--- config.mk ---
export PLATFORM = sky130hd
export DESIGN_NAME = alpha_key_pixel_combiner_unit_flat
export DESIGN_NICKNAME = d
export VERILOG_FILES = /design/src/design/akpc_pkg.sv /design/src/design/akpc_req_if.sv /design/src/design/akpc_rsp_if.sv /design/src/design/alpha_key_pixel_combiner_unit.sv /design/src/flat_wrapper.sv
export VERILOG_INCLUDE_DIRS = /design/src /design/src/design
export SDC_FILE = /design/constraint.sdc
export NUM_CORES = 1
export LEC_CHECK = 0
export BUFFER_PORTS_ARGS = -buffer_cell sky130_fd_sc_hd__buf_4
export CAP_MARGIN = 20
export CORE_MARGIN = 5
export CORE_UTILIZATION = 40
export DETAILED_ROUTE_END_ITERATION = 7
export PLACE_DENSITY = 0.57
export SYNTH_ARGS = -nofsm -noshare
export SYNTH_HDL_FRONTEND = slang
export SYNTH_SLANG_ARGS = --single-unit
export TNS_END_PERCENT = 50
--- constraint.sdc ---
create_clock -name clock -period 22.6 [get_ports clock]
set_input_delay 3.39 -clock clock [delete_from_list [all_inputs] [get_ports clock]]
set_output_delay 3.39 -clock clock [all_outputs]
set_load 0.05 [all_outputs]
--- src/design/alpha_key_pixel_combiner_unit_defines.svh ---
// ----------------------------------------------------------------------------
// Alpha key pixel combiner assertion macros
// Shared assertion shorthands for the combiner block.
// ----------------------------------------------------------------------------
`ifndef ALPHA_KEY_PIXEL_COMBINER_UNIT_DEFINES_SVH
`define ALPHA_KEY_PIXEL_COMBINER_UNIT_DEFINES_SVH

// same-cycle implication
`define AKPC_ASSERT_NOW(name, clk, rst, ante, cons, msg) \
   name: assert property (@(posedge clk) disable iff (rst) (ante) |-> (cons)) \
      else $error(msg);

// next-cycle implication
`define AKPC_ASSERT_NEXT(name, clk, rst, ante, cons, msg) \
   name: assert property (@(posedge clk) disable iff (rst) (ante) |=> (cons)) \
      else $error(msg);

`endif

--- src/design/akpc_pkg.sv ---
// ----------------------------------------------------------------------------
// Alpha key pixel combiner package
// Format codes, register map and pixel constants.
// ----------------------------------------------------------------------------
package akpc_pkg;

   typedef enum logic [1:0] {
      DF_INDEXED8  = 2'd0,
      DF_RGB555    = 2'd1,
      DF_RGB565    = 2'd2,
      DF_XRGB8888  = 2'd3
   } dest_format_type;

   typedef enum logic [1:0] {
      SF_INDEXED8  = 2'd0,
      SF_RGB555    = 2'd1,
      SF_ARGB8888  = 2'd2
   } source_format_type;

   localparam int unsigned ADDR_W = 4;

   localparam logic [1:0] REG_DEST_FORMAT   = 2'd0;
   localparam logic [1:0] REG_SOURCE_FORMAT = 2'd1;
   localparam logic [1:0] REG_COLOR_KEY     = 2'd2;
   localparam logic [1:0] REG_GLOBAL_ALPHA  = 2'd3;

   localparam logic [7:0] COLOR_KEY_RST    = 8'd0;
   localparam logic [8:0] GLOBAL_ALPHA_RST = 9'd256;
   localparam logic [8:0] GLOBAL_ALPHA_MAX = 9'd256;

   localparam logic [7:0]  MASK5       = 8'hF8;
   localparam logic [7:0]  MASK6       = 8'hFC;
   localparam logic [15:0] MASK_RG555  = 16'hFFC0;
   localparam logic [15:0] MASK_B5     = 16'h001F;
   localparam logic [7:0]  ALPHA_OPQ   = 8'd255;
   localparam logic [7:0]  ALPHA_CLR   = 8'd0;

endpackage

--- src/design/akpc_req_if.sv ---
// ----------------------------------------------------------------------------
// Alpha key pixel combiner request channel
// Valid/ready channel carrying a source and a destination pixel.
// ----------------------------------------------------------------------------
interface akpc_req_if;
   logic        valid;
   logic        ready;
   logic [31:0] source_pixel;
   logic [31:0] dest_pixel;

   modport source (output valid, source_pixel, dest_pixel, input ready);
   modport sink   (input valid, source_pixel, dest_pixel, output ready);
endinterface

--- src/design/akpc_rsp_if.sv ---
// ----------------------------------------------------------------------------
// Alpha key pixel combiner response channel
// Valid/ready channel carrying the pixel to write back and its flags.
// ----------------------------------------------------------------------------
interface akpc_rsp_if;
   logic        valid;
   logic        ready;
   logic [31:0] new_pixel;
   logic        write_enable;
   logic        unsupported;

   modport source (output valid, new_pixel, write_enable, unsupported, input ready);
   modport sink   (input valid, new_pixel, write_enable, unsupported, output ready);
endinterface

--- src/design/alpha_key_pixel_combiner_unit.sv ---
// ----------------------------------------------------------------------------
// Alpha key pixel combiner unit
// Per-pixel color key, 555 conversion and alpha blend, three-stage pipeline.
// ----------------------------------------------------------------------------
// Channel   Dir  Protocol     Payload
// req       in   valid/ready  source_pixel, dest_pixel
// rsp       out  valid/ready  new_pixel, write_enable, unsupported
// csr       in   APB          dest_format, source_format, color_key, global_alpha
//
// One beat per cycle while the response side is ready. Stage 1 decodes,
// keys, converts 555, scales alpha and unpacks, stage 2 holds the channel
// products, stage 3 rounds, packs and selects. Each stage stalls only when
// full and blocked downstream, so bubbles are squeezed out. Reset is
// synchronous, clears the valid bits and resets the config registers.
// ----------------------------------------------------------------------------
`include "alpha_key_pixel_combiner_unit_defines.svh"

module alpha_key_pixel_combiner_unit
   import akpc_pkg::*;
(
   input  logic                clock,
   input  logic                reset,
   akpc_req_if.sink            req_chan,
   akpc_rsp_if.source          rsp_chan,
   input  logic                psel,
   input  logic                penable,
   input  logic                pwrite,
   input  logic [ADDR_W-1:0]   paddr,
   input  logic [31:0]         pwdata,
   output logic [31:0]         prdata,
   output logic                pready
);

   // configuration registers
   dest_format_type   dest_format_ff;
   source_format_type source_format_ff;
   logic [7:0]        color_key_ff;
   logic [8:0]        global_alpha_ff;
   logic              csr_wr;

   assign pready = 1'b1;
   assign csr_wr = psel && penable && pwrite;

   always_ff @(posedge clock) begin
      if (reset) begin
         dest_format_ff   <= DF_XRGB8888;
         source_format_ff <= SF_ARGB8888;
         color_key_ff     <= COLOR_KEY_RST;
         global_alpha_ff  <= GLOBAL_ALPHA_RST;
      end else if (csr_wr) begin
         case (paddr[ADDR_W-1:2])
            REG_DEST_FORMAT:   dest_format_ff   <= dest_format_type'(pwdata[1:0]);
            REG_SOURCE_FORMAT: source_format_ff <= source_format_type'(pwdata[1:0]);
            REG_COLOR_KEY:     color_key_ff     <= pwdata[7:0];
            REG_GLOBAL_ALPHA:  global_alpha_ff  <= pwdata[8:0];
            default: ;
         endcase
      end
   end

   always_comb begin
      case (paddr[ADDR_W-1:2])
         REG_DEST_FORMAT:   prdata = {30'd0, dest_format_ff};
         REG_SOURCE_FORMAT: prdata = {30'd0, source_format_ff};
         REG_COLOR_KEY:     prdata = {24'd0, color_key_ff};
         REG_GLOBAL_ALPHA:  prdata = {23'd0, global_alpha_ff};
         default:           prdata = 32'd0;
      endcase
   end

   // stage enables
   logic s1_valid_ff, s2_valid_ff, s3_valid_ff;
   logic s1_en, s2_en, s3_en;

   assign s3_en = !s3_valid_ff || rsp_chan.ready;
   assign s2_en = !s2_valid_ff || s3_en;
   assign s1_en = !s1_valid_ff || s2_en;
   assign req_chan.ready = s1_en;

   // ---------------- stage 1: decode, alpha scale, unpack
   logic [31:0]      s1_dv_in, s1_np_fix_in, s1_np_copy_in;
   logic             s1_we_fix_in, s1_bad_in, s1_argb_in;
   logic [7:0]       s1_alpha_in;
   logic [2:0][7:0]  s1_dch_in, s1_sch_in;
   logic [8:0]       ga_sat;
   logic [16:0]      ga_prod;
   logic [31:0]      sp;
   logic [15:0]      s16;

   logic [31:0]      s1_dv_ff, s1_np_fix_ff, s1_np_copy_ff;
   logic             s1_we_fix_ff, s1_bad_ff, s1_argb_ff;
   logic [7:0]       s1_alpha_ff;
   logic [2:0][7:0]  s1_dch_ff, s1_sch_ff;
   dest_format_type  s1_df_ff;

   always_comb begin
      sp  = req_chan.source_pixel;
      s16 = sp[15:0];
      case (dest_format_ff)
         DF_INDEXED8:          s1_dv_in = {24'd0, req_chan.dest_pixel[7:0]};
         DF_RGB555, DF_RGB565: s1_dv_in = {16'd0, req_chan.dest_pixel[15:0]};
         default:              s1_dv_in = req_chan.dest_pixel;
      endcase

      s1_bad_in = ((dest_format_ff == DF_INDEXED8) != (source_format_ff == SF_INDEXED8))
               || (source_format_ff != SF_INDEXED8 && source_format_ff != SF_RGB555
                   && source_format_ff != SF_ARGB8888);
      s1_argb_in = !s1_bad_in && (source_format_ff == SF_ARGB8888);

      s1_np_fix_in = s1_dv_in;
      s1_we_fix_in = 1'b0;
      if (!s1_bad_in && source_format_ff == SF_INDEXED8) begin
         if (sp[7:0] != color_key_ff) begin
            s1_np_fix_in = {24'd0, sp[7:0]};
            s1_we_fix_in = 1'b1;
         end
      end else if (!s1_bad_in && source_format_ff == SF_RGB555 && s16[15]) begin
         s1_we_fix_in = 1'b1;
         case (dest_format_ff)
            DF_RGB555: s1_np_fix_in = {16'd0, s16};
            DF_RGB565: s1_np_fix_in = {16'd0, ({s16[14:0], 1'b0} & MASK_RG555)
                                              | (s16 & MASK_B5)};
            default:   s1_np_fix_in = {s1_dv_in[31:24], s16[14:10], 3'd0,
                                       s16[9:5], 3'd0, s16[4:0], 3'd0};
         endcase
      end

      ga_sat  = (global_alpha_ff > GLOBAL_ALPHA_MAX) ? GLOBAL_ALPHA_MAX : global_alpha_ff;
      ga_prod = {8'd0, ga_sat} * {9'd0, sp[31:24]};
      s1_alpha_in = (dest_format_ff == DF_XRGB8888) ? ga_prod[15:8] : sp[31:24];

      s1_sch_in = {sp[23:16], sp[15:8], sp[7:0]};
      case (dest_format_ff)
         DF_RGB555: begin
            s1_dch_in = {s1_dv_in[14:10], 3'd0, s1_dv_in[9:5], 3'd0, s1_dv_in[4:0], 3'd0};
            s1_np_copy_in = {17'd0, sp[23:19], sp[15:11], sp[7:3]};
         end
         DF_RGB565: begin
            s1_dch_in = {s1_dv_in[15:11], 3'd0, s1_dv_in[10:5], 2'd0, s1_dv_in[4:0], 3'd0};
            s1_np_copy_in = {16'd0, sp[23:19], sp[15:10], sp[7:3]};
         end
         default: begin
            s1_dch_in = s1_dv_in[23:0];
            s1_np_copy_in = sp;
         end
      endcase
   end

   always_ff @(posedge clock) begin
      if (reset) begin
         s1_valid_ff <= 1'b0;
      end else if (s1_en) begin
         s1_valid_ff <= req_chan.valid;
      end
   end

   always_ff @(posedge clock) begin
      if (s1_en && req_chan.valid) begin
         s1_dv_ff      <= s1_dv_in;
         s1_np_fix_ff  <= s1_np_fix_in;
         s1_np_copy_ff <= s1_np_copy_in;
         s1_we_fix_ff  <= s1_we_fix_in;
         s1_bad_ff     <= s1_bad_in;
         s1_argb_ff    <= s1_argb_in;
         s1_alpha_ff   <= s1_alpha_in;
         s1_dch_ff     <= s1_dch_in;
         s1_sch_ff     <= s1_sch_in;
         s1_df_ff      <= dest_format_ff;
      end
   end

   // ---------------- stage 2: channel differences and products
   logic [2:0][15:0] s2_prod_in;
   logic [2:0]       s2_ge_in;
   logic [2:0][7:0]  diff;

   logic [31:0]      s2_dv_ff, s2_np_fix_ff, s2_np_copy_ff;
   logic             s2_we_fix_ff, s2_bad_ff, s2_argb_ff, s2_opq_ff, s2_clr_ff;
   logic [2:0][15:0] s2_prod_ff;
   logic [2:0]       s2_ge_ff;
   logic [2:0][7:0]  s2_dch_ff;
   dest_format_type  s2_df_ff;

   always_comb begin
      for (int c = 0; c < 3; c++) begin
         s2_ge_in[c]   = s1_sch_ff[c] >= s1_dch_ff[c];
         diff[c]       = s2_ge_in[c] ? s1_sch_ff[c] - s1_dch_ff[c]
                                     : s1_dch_ff[c] - s1_sch_ff[c];
         s2_prod_in[c] = {8'd0, s1_alpha_ff} * {8'd0, diff[c]};
      end
   end

   always_ff @(posedge clock) begin
      if (reset) begin
         s2_valid_ff <= 1'b0;
      end else if (s2_en) begin
         s2_valid_ff <= s1_valid_ff;
      end
   end

   always_ff @(posedge clock) begin
      if (s2_en && s1_valid_ff) begin
         s2_dv_ff      <= s1_dv_ff;
         s2_np_fix_ff  <= s1_np_fix_ff;
         s2_np_copy_ff <= s1_np_copy_ff;
         s2_we_fix_ff  <= s1_we_fix_ff;
         s2_bad_ff     <= s1_bad_ff;
         s2_argb_ff    <= s1_argb_ff;
         s2_opq_ff     <= s1_alpha_ff == ALPHA_OPQ;
         s2_clr_ff     <= s1_alpha_ff == ALPHA_CLR;
         s2_prod_ff    <= s2_prod_in;
         s2_ge_ff      <= s2_ge_in;
         s2_dch_ff     <= s1_dch_ff;
         s2_df_ff      <= s1_df_ff;
      end
   end

   // ---------------- stage 3: round, pack, select
   logic [2:0][7:0]  mix;
   logic [16:0]      rnd;
   logic [31:0]      blend;
   logic [31:0]      s3_np_in;
   logic             s3_we_in;

   logic [31:0]      s3_np_ff;
   logic             s3_we_ff, s3_bad_ff;

   always_comb begin
      for (int c = 0; c < 3; c++) begin
         rnd    = {1'b0, s2_prod_ff[c]} + 17'd255;
         mix[c] = s2_ge_ff[c] ? s2_dch_ff[c] + s2_prod_ff[c][15:8]
                              : s2_dch_ff[c] - rnd[15:8];
      end
      case (s2_df_ff)
         DF_RGB555: blend = {17'd0, mix[2][7:3], mix[1][7:3], mix[0][7:3]};
         DF_RGB565: blend = {16'd0, mix[2][7:3], mix[1][7:2], mix[0][7:3]};
         default:   blend = {s2_dv_ff[31:24], mix[2], mix[1], mix[0]};
      endcase

      if (!s2_argb_ff) begin
         s3_np_in = s2_np_fix_ff;
         s3_we_in = s2_we_fix_ff;
      end else if (s2_clr_ff) begin
         s3_np_in = s2_dv_ff;
         s3_we_in = 1'b0;
      end else if (s2_opq_ff) begin
         s3_np_in = s2_np_copy_ff;
         s3_we_in = 1'b1;
      end else begin
         s3_np_in = blend;
         s3_we_in = 1'b1;
      end
   end

   always_ff @(posedge clock) begin
      if (reset) begin
         s3_valid_ff <= 1'b0;
      end else if (s3_en) begin
         s3_valid_ff <= s2_valid_ff;
      end
   end

   always_ff @(posedge clock) begin
      if (s3_en && s2_valid_ff) begin
         s3_np_ff  <= s3_np_in;
         s3_we_ff  <= s3_we_in;
         s3_bad_ff <= s2_bad_ff;
      end
   end

   assign rsp_chan.valid        = s3_valid_ff;
   assign rsp_chan.new_pixel    = s3_np_ff;
   assign rsp_chan.write_enable = s3_we_ff;
   assign rsp_chan.unsupported  = s3_bad_ff;

   // ---------------- checks
   logic [2:0] occ;
   assign occ = {s1_valid_ff, s2_valid_ff, s3_valid_ff};

   `AKPC_ASSERT_NOW(a_bad_no_write, clock, reset, rsp_chan.valid && rsp_chan.unsupported, !rsp_chan.write_enable, "unsupported beat marked for write")
   `AKPC_ASSERT_NEXT(a_occ_grows, clock, reset, req_chan.valid && req_chan.ready && !(rsp_chan.valid && rsp_chan.ready), $countones(occ) == $countones($past(occ)) + 1, "accepted beat lost in pipeline")
   `AKPC_ASSERT_NEXT(a_empty_quiet, clock, reset, occ == 3'd0, !rsp_chan.valid, "response beat from empty pipeline")

endmodule

--- src/flat_wrapper.sv ---
// flat-port wrapper written by rule: the top's interface ports become plain ports
module alpha_key_pixel_combiner_unit_flat import akpc_pkg::*;
  (clock, reset, psel, penable, pwrite, paddr, pwdata, prdata, pready, req_chan_valid, req_chan_source_pixel, req_chan_dest_pixel, req_chan_ready, rsp_chan_valid, rsp_chan_new_pixel, rsp_chan_write_enable, rsp_chan_unsupported, rsp_chan_ready);
  akpc_req_if req_chan_i ();
  akpc_rsp_if rsp_chan_i ();
  input  logic clock;
  input  logic reset;
  input  logic psel;
  input  logic penable;
  input  logic pwrite;
  input  logic [ADDR_W-1:0] paddr;
  input  logic [31:0] pwdata;
  output logic [31:0] prdata;
  output logic pready;
  input wire logic [$bits(req_chan_i.valid)-1:0] req_chan_valid;
  input wire logic [$bits(req_chan_i.source_pixel)-1:0] req_chan_source_pixel;
  input wire logic [$bits(req_chan_i.dest_pixel)-1:0] req_chan_dest_pixel;
  output wire logic [$bits(req_chan_i.ready)-1:0] req_chan_ready;
  output wire logic [$bits(rsp_chan_i.valid)-1:0] rsp_chan_valid;
  output wire logic [$bits(rsp_chan_i.new_pixel)-1:0] rsp_chan_new_pixel;
  output wire logic [$bits(rsp_chan_i.write_enable)-1:0] rsp_chan_write_enable;
  output wire logic [$bits(rsp_chan_i.unsupported)-1:0] rsp_chan_unsupported;
  input wire logic [$bits(rsp_chan_i.ready)-1:0] rsp_chan_ready;
  assign req_chan_i.valid = req_chan_valid;
  assign req_chan_i.source_pixel = req_chan_source_pixel;
  assign req_chan_i.dest_pixel = req_chan_dest_pixel;
  assign req_chan_ready = req_chan_i.ready;
  assign rsp_chan_valid = rsp_chan_i.valid;
  assign rsp_chan_new_pixel = rsp_chan_i.new_pixel;
  assign rsp_chan_write_enable = rsp_chan_i.write_enable;
  assign rsp_chan_unsupported = rsp_chan_i.unsupported;
  assign rsp_chan_i.ready = rsp_chan_ready;
  alpha_key_pixel_combiner_unit u_core (.clock(clock), .reset(reset), .req_chan(req_chan_i), .rsp_chan(rsp_chan_i), .psel(psel), .penable(penable), .pwrite(pwrite), .paddr(paddr), .pwdata(pwdata), .prdata(prdata), .pready(pready));
endmodule
==> flow_metrics.py <==
metrics = {
    "run_status": {
        "status": "finished clean",
    },
    "clock_tree": {
        "clock_latency_ns": 0.59,
        "cts_resized": 0,
        "cts.sinks": 393,
        "cts_root_buffer": "clkbuf_16",
        "post_cts_buffers": 0,
        "cts.clk_slew.worst_paths_ns": 0.06,
        "cts_made_buffers": 45,
        "cts_buffer_depth": 3,
        "cts_tree": "yes",
        "hold_buffers": 0,
        "h-tree-depth": 2,
    },
    "synthesis": {
        "netlist_instances": 2568,
        "synth_area_per_cell_um2": 10.7,
        "synth_edf_count": 369,
        "synth_area_um2": 27600,
        "synth_ff_type": "edfxtp_1",
        "synth_top_cell_by_area": "edfxtp_1",
        "seq_area_frac_synth": 0.419,
        "async_flop_share": 0,
        "synth_top_area_frac": 0.402,
        "ys_warn_count": 0,
        "synth_area_leaders": "edfxtp_1, fa_1, ha_1, inv_1, and2_1",
        "synth-seq-cells": 393,
        "yosys.cell_types.count": 85,
    },
    "final_layout": {
        "seq_area_um2": 11600,
        "layout_commonest_cell": "edfxtp_1",
        "final_nets": 3137,
        "multi_input_area_um2": 14400,
        "postLayoutCoreUtil": 0.450,
        "mostFrequentLayoutCells": "edfxtp_1, inv_1, ha_1",
        "drive_gt1_frac": 0.0939,
        "area_delta_synth_final_pct": 11.7,
        "fillCellCount": 6459,
    },
    "setup_path": {
        "rr_startpoint": "u_core.s1_dch_ff[6]",
        "cp-start-kind": "input port",
        "ff2ff_path_depth": 23,
        "crit_required_ns": 19.21,
        "timing.rr.end": "u_core.s2_prod_ff[15]",
        "endpoint_kind": "output port",
        "cp_max_fo": 6,
        "crit_type": "input port to output port",
        "arrival_ns": 4.50,
        "r2r_slack_ns": 14.84,
    },
    "pwr": {
        "ir_worst_vdd_uv": 105,
        "power_w": 0.00383,
        "p_per_area_nw_per_um2": 124,
        "leakage_nw": 12.9,
    },
    "placed_design": {
        "dp_hpwl_um": 50500,
        "io_buffer_count": 126,
        "gp_congestion": 0.826,
    },
    "sta": {
        "rsz0062_at_grt": "no",
        "setup_viol": 0,
        "hold_viol": 0,
        "fmax_ghz": 0.127,
        "slew_viol_final": 0,
        "tns_ns": 0,
        "period_share": 0.349,
        "skew_ns": 0.0200,
        "slew_headroom": 0.225,
        "finalCriticalPeriod_ns": 7.89,
        "tightest_slew_ns": 1.16,
    },
    "drt": {
        "drt-pass1-iter-count": 5,
        "via_count": 19100,
        "drt-initial-drc-count": 1315,
        "ant_nets": 0,
        "wirelength_um": 69700,
        "wl_per_cell_um": 19.5,
        "drc": 0,
        "via_per_inst": 5.33,
    },
    "worst_hold_path": {
        "holdPathStages": 0,
        "worstHoldStart": "u_core.s1_np_copy_ff[16]",
        "min_to": "u_core.s2_np_copy_ff[16]",
        "holdCritPathClass": "register to register",
    },
    "global_route": {
        "grt_pass1_vias": 19600,
        "grt_util_all_layers": 0.185,
        "antenna_found_initial": 4,
        "grt_max_degree": 94,
        "grt_pass1_wl_um": 109000,
        "gr-total-overflow": 0,
    },
    "die": {
        "io_pins": 176,
        "die_h_um": 273,
        "coreArea_um2": 68500,
        "die-area_um2": 74300,
        "start_util": 0.403,
        "die_width_um": 273,
        "rows": 96,
    },
    "job": {
        "cap_viol_max_count": 0,
    },
}
==> how the worst max path moves through the flow <==
stage	start	to	slack, ns
after floorplan	rsp_chan_ready	u_core.s2_argb_ff	5.30
after CTS	rsp_chan_ready	req_chan_ready	14.70
final	rsp_chan_ready	req_chan_ready	14.71
after detailed placement	req_chan_source_pixel[27]	u_core.s1_alpha_ff[7]	14.34
after global routing	u_core.s1_dch_ff[6]	u_core.s2_prod_ff[15]	14.07
after global placement	req_chan_source_pixel[28]	u_core.s1_alpha_ff[7]	14.38
==> state kept, by name (all words and copies together) (netlist names), 2 cells and up <==
signal and flops:
u_core.s1_alpha_ff 8, u_core.s2_np_fix_ff 32, u_core.s1_dch_ff 24, u_core.s1_sch_ff 24
u_core.s1_dv_ff 32, u_core.s1_np_copy_ff 32, u_core.dest_format_ff 2, u_core.global_alpha_ff 9
u_core.rsp_chan.new_pixel 32, u_core.source_format_ff 2, u_core.s1_np_fix_ff 32, u_core.s1_df_ff 2
u_core.s2_prod_ff 48, u_core.s2_np_copy_ff 32, u_core.s2_ge_ff 3, u_core.color_key_ff 8
u_core.s2_dch_ff 24, u_core.s2_dv_ff 32, u_core.s2_df_ff 2
==> synthesized netlist by cell type (8+ instances only) <==
cell type,instances
edfxtp_1,369
inv_1,304
ha_1,216
nand2_1,188
fa_1,157
nor2_1,156
and2_1,155
a21oi_1,115
nor2b_1,107
clkbuf_1,91
o21ai_0,68
xnor2_1,65
mux2i_1,47
xor2_1,42
nand3_1,37
a221oi_1,34
a22oi_1,31
nor3_1,30
nand2b_1,27
buf_4,25
dfxtp_1,24
and3_1,20
a21o_1,17
o21a_1,16
nand3b_1,15
nor4_1,15
o31ai_1,13
o22ai_1,11
nand4_1,10
or4_1,10
a221o_1,9
mux2_2,9
o211ai_1,9
a211oi_1,8
a22o_1,8
==> area by class of cell <==
class / instances / share of cell area
antenna: 2 / 0.000163
clock buffer: 58 / 0.0382
clock inverter: 26 / 0.00861
inverter: 306 / 0.0373
multi-input combinational: 1762 / 0.467
sequential: 393 / 0.375
tap: 882 / 0.0358
timing repair buffer: 149 / 0.0370
==> worst max-delay path, stage by stage <==
cell and delay [ns]:
buf_4 0.11, nor2b_1 0.57, nand3_1 0.20, buf_4 0.23
==> power by group <==
group          leakage [nW]  internal (W)  switching (W)  total [W]
logic                  8.51      0.000897        0.00120    0.00209
clock network         0.699      0.000408       0.000308   0.000717
registers              3.72      0.000974      0.0000470    0.00102
total                  12.9       0.00228        0.00155    0.00383
==> metal layers <==
layer,vias up,wire [um],track usage
met5,-,23,0
met4,4,1700,0.0520
met3,121,4040,0.0363
met2,494,33900,0.317
met1,9461,30000,0.240
li1,8999,-,-
==> per-stage QoR <==
step	area, um^2	hold slack (ns)	instances	worst slack [ns]
finish	30800	0.411	3578	14.71
global route	30800	0.419	3578	14.07
CTS	30800	0.411	3574	14.70
detailed placement	29300	0.405	3490	14.34
global placement	29300	0.400	3490	14.38
floorplan	27700	0.400	2590	5.30
==> logic make-up after synthesis <==
| logic type | after synthesis | synth area share |
|---|---|---|
| and+or+nand+nor | 795 | 0.148 |
| buffers and inverters | 435 | 0.0632 |
| AOI/OAI and AO/OA | 400 | 0.0985 |
| DFF | 393 | 0.419 |
| adders and majority gates | 373 | 0.212 |
| xor gates and xnor gates | 107 | 0.0340 |
| muxes | 63 | 0.0244 |
| other | 2 | 0.000272 |
Power figures use the tool's default switching activity.
